## src/sv/bgc_pkg.sv

```systemverilog
// Package for the bipartite graph check: shared types.
package bgc_pkg;

  typedef struct packed {
    logic start_edge;   // accept an edge beat
    logic start_walk;   // accept a finish beat
  } bgc_cmd_t;

  typedef struct packed {
    logic busy;
    logic done;
    logic odd_cycle;
    logic error;
  } bgc_sts_t;

endpackage

```

## src/sv/bgc_ctrl.sv

```systemverilog
// Controller: input handshake, command issue and result register.
module bgc_ctrl (
  input  logic              clk,
  input  logic              rst_n,
  input  logic              in_valid,
  output logic              in_stall,
  input  logic              in_kind,
  output logic              out_valid,
  input  logic              out_stall,
  output logic              out_is_bipartite,
  output logic              out_load_error,
  output bgc_pkg::bgc_cmd_t cmd,
  input  bgc_pkg::bgc_sts_t sts
);
  typedef enum logic [1:0] {C_READY, C_WAIT, C_HOLD} ctrl_state_t;
  ctrl_state_t state_r;
  logic        go_r;   // registered copy of the command strobes; holds the input off

  // a finish beat is held off while an earlier result is still unread
  assign in_stall = (state_r != C_READY) || sts.busy || go_r ||
                    (in_kind && out_valid);
  assign cmd.start_edge = in_valid && !in_stall && !in_kind;
  assign cmd.start_walk = in_valid && !in_stall && in_kind;

  always_ff @(posedge clk) begin
    if (!rst_n) begin
      state_r   <= C_READY;
      out_valid <= 1'b0;
      go_r      <= 1'b0;
    end else begin
      go_r <= cmd.start_edge || cmd.start_walk;
      // the result register is always empty by the time a walk ends
      if (state_r == C_HOLD) begin
        out_valid        <= 1'b1;
        out_is_bipartite <= ~sts.odd_cycle;
        out_load_error   <= sts.error;
      end else if (out_valid && !out_stall) begin
        out_valid <= 1'b0;
      end
      unique case (state_r)
        C_READY: if (cmd.start_walk) state_r <= C_WAIT;
        C_WAIT: begin
          if (sts.done) state_r <= C_HOLD;
        end
        C_HOLD: state_r <= C_READY;
        default: state_r <= C_READY;
      endcase
    end
  end
endmodule

```

## config.mk

```make
export PLATFORM = sky130hd
export DESIGN_NAME = bgc_ctrl
export DESIGN_NICKNAME = d
export VERILOG_FILES = /design/src/sv/bgc_pkg.sv /design/src/sv/bgc_ctrl.sv
export SDC_FILE = /design/constraint.sdc
export NUM_CORES = 1
export LEC_CHECK = 0
export ABC_CLOCK_PERIOD_IN_PS = 1400
export BUFFER_PORTS_ARGS = -buffer_cell sky130_fd_sc_hd__buf_4
export CAP_MARGIN = 20
export CORE_AREA = 8 8 45 47
export CTS_CLUSTER_SIZE = 10
export DETAILED_ROUTE_END_ITERATION = 10
export DIE_AREA = 0 0 53 55
export GPL_TIMING_DRIVEN = 0
export SLEW_MARGIN = 20
export SYNTH_ARGS = -nofsm -noshare
export SYNTH_HDL_FRONTEND = slang
export SYNTH_SLANG_ARGS = --single-unit
```

## constraint.sdc

```tcl
create_clock -name clk -period 1.4 [get_ports clk]
set_clock_uncertainty 0.05 [all_clocks]
set_input_delay 0.14 -clock clk [delete_from_list [all_inputs] [get_ports clk]]
set_output_delay 0.14 -clock clk [all_outputs]
set_load 0.02 [all_outputs]
```

==> run summary <==
outcome - complete, but fails checks
failing checks - negative setup slack
CTS Root Cell - clkbuf_4
CP Depth - 4
crit path cell chain - or4_4, a21o_1, nor2_2, buf_6
slowest stage delay, CP - 510 ps
CP Class - reg -> out
Worst-Skew Late Latency - 240 ps
nets - 52
Synth Warn # - 0
critical path launch point - state_r[0]$_SDFFE_PN0P_
Die Wd - 53 um
maximum VDD drop - 0.361 mV
IO buf count - 14
commonest cells after routing, fill and taps aside - buf_4 (15), clkbuf_4 (3)
Max-slew headroom - 89.7%
hold_ws - 23.9 ps
Least-Margin Pin Slew - 155 ps
Residual DRC - 0
Crit. End Element - output port
setup ws final - -277 ps
Final ANT Viol Nets - 0
hold path depth - 1
R2R Path Start - state_r[0]$_SDFFE_PN0P_
ant diodes - 0
Slew Viols, Final - 0
DRT iter0 DRCs - 5
Fmax - 0.596 GHz
TritonCTS buffer count - 3
Area growth syn-to-layout - 77.3%
period utilisation layout - 120%
Setup Viol. Count Final - 4
hold path start - sts[0]
total power - 411 uW
CTS H-tree lvls - 1
CTS Hold Bufs - 0
Die Y - 55 um
largest net degree at the start of global routing - 6
sequential element share of the synthesized area - 57.7%
leakage power - 0.000202 uW
max-cap violation count - 0
CP required - 1210 ps
share of cells above drive strength 1 - 65.9%
total routed wirelength - 640 um
commonest non-fill, non-tap cell in the layout - buf_4
Yosys reg bits - 6
kind of path behind the tightest hold check - in -> reg
first drt pass iteration count - 2
Global Route Usage Sum - 4.82%
synthesized area per cell - 11.6 um2
initial core utilization - 17.5%
first-pass GRT wire length - 903 um
Cell Count, Final, Fillers Out - 57
via density per instance - 4.14
Final Wtd Congestion - 0.688
Routed WL per cell - 11.2 um
Detail Placement HPWL - 480 um
Syn Nets - 30
initial antenna violation count - 0
die footprint - 2920 um2
Crit Path Max Fanout - 3
Post-Synthesis Cell Area - 243 um2
CTS tree - yes
CORE AREA - 1380 um2
GR Overflow Total - 0
Syn Inst Count - 21
Vias - 236
worst r2r path cells - 5
Fin. Hold Viols - 0
vias in the first global route - 211
CTS sink count - 6
row count - 14
Placed Cells - 51
family with the most delay on the worst path - simple AND/OR/NAND/NOR gates
clock buffer depth - 2
Distinct cells, synth - 14
RSZ-0062 raised after global routing - true
Buf/Inv on CP - 1
Startpoint Class - register
# IOs - 15
power per cell area - 955 nW/um2
CP max stage cell - or4_4
pre-CTS WS - -92.4 ps
Final min period - 1680 ps
CTS clk-pin slew, worst paths - 50 ps
CP Data Arrival Time - 1490 ps
[power breakdown]
group	total, uW	internal, uW	switching, uW
registers	186	184	1.86
logic	63.7	37.5	26.2
clock network	162	97.1	64.5
[worst paths after layout]
kind                               to  slack [ps]
max                            cmd[0]        -280
max reg2reg   state_r[0]$_SDFFE_PN0P_        -110
min          out_load_error$_DFFE_PP_          20
min reg2reg   state_r[0]$_SDFFE_PN0P_         460
[Yosys cell counts (all sizes together)]
| library cell | instances | area, um2 |
|---|---|---|
| a21o | 1 | 7.51 |
| a31o | 1 | 8.76 |
| and3 | 1 | 6.26 |
| and4b | 1 | 10.0 |
| dfxtp | 4 | 80.1 |
| edfxtp | 2 | 60.1 |
| inv | 2 | 7.51 |
| nand2 | 2 | 7.51 |
| nor2 | 2 | 7.51 |
| nor3b | 2 | 20.0 |
| o32a | 1 | 10.0 |
| or3 | 1 | 6.26 |
| or4 | 1 | 11.3 |
[kinds of logic after synthesis]
| kind of cell | Yosys count | synth area share, % |
|---|---|---|
| buffers and inverters | 2 | 3.09 |
| and+or+nand+nor | 10 | 28.4 |
| AOI/OAI and AO/OA | 3 | 10.8 |
| DFF | 6 | 57.7 |
[state kept, by name (all words and copies together) (netlist names)]
name              cells
out_valid             1
out_is_bipartite      1
out_load_error        1
state_r               2
go_r                  1
[cell type report]
class	instances	area (um2)
Clock buffer	3	22.5
Sequential cell	6	143
Inverter	2	7.51
Multi-Input combinational cell	13	103
Timing Repair Buffer	17	135
Tap cell	16	20.0
Fill cell	148	953
[per-layer routing]
layer,up-vias,routed length [um],global-route usage [%]
met1,101,234,4.29
met4,0,27,6.47
met3,4,113,4.28
met2,12,264,5.66
met5,-,0,0
li1,119,-,-
[through the flow]
step | area [um2] | setup TNS [ps] | util [%]
2_1_floorplan | 250 | -140 | -
3_3_place_gp | 375 | -123 | 27.1
3_5_place_dp | 375 | -114 | 27.1
4_1_cts | 419 | -714 | 30.3
5_1_grt | 430 | -976 | 31.1
6_report | 430 | -813 | 31.1
[timing repair]
item,4_1_cts,5_1_grt
hold endpoints to repair,0,0
endpoints found under the setup margin,3,4
resized for setup,3,1
pin swaps,3,4
setup buffers,2,1
(Power assumes the default switching activity.)
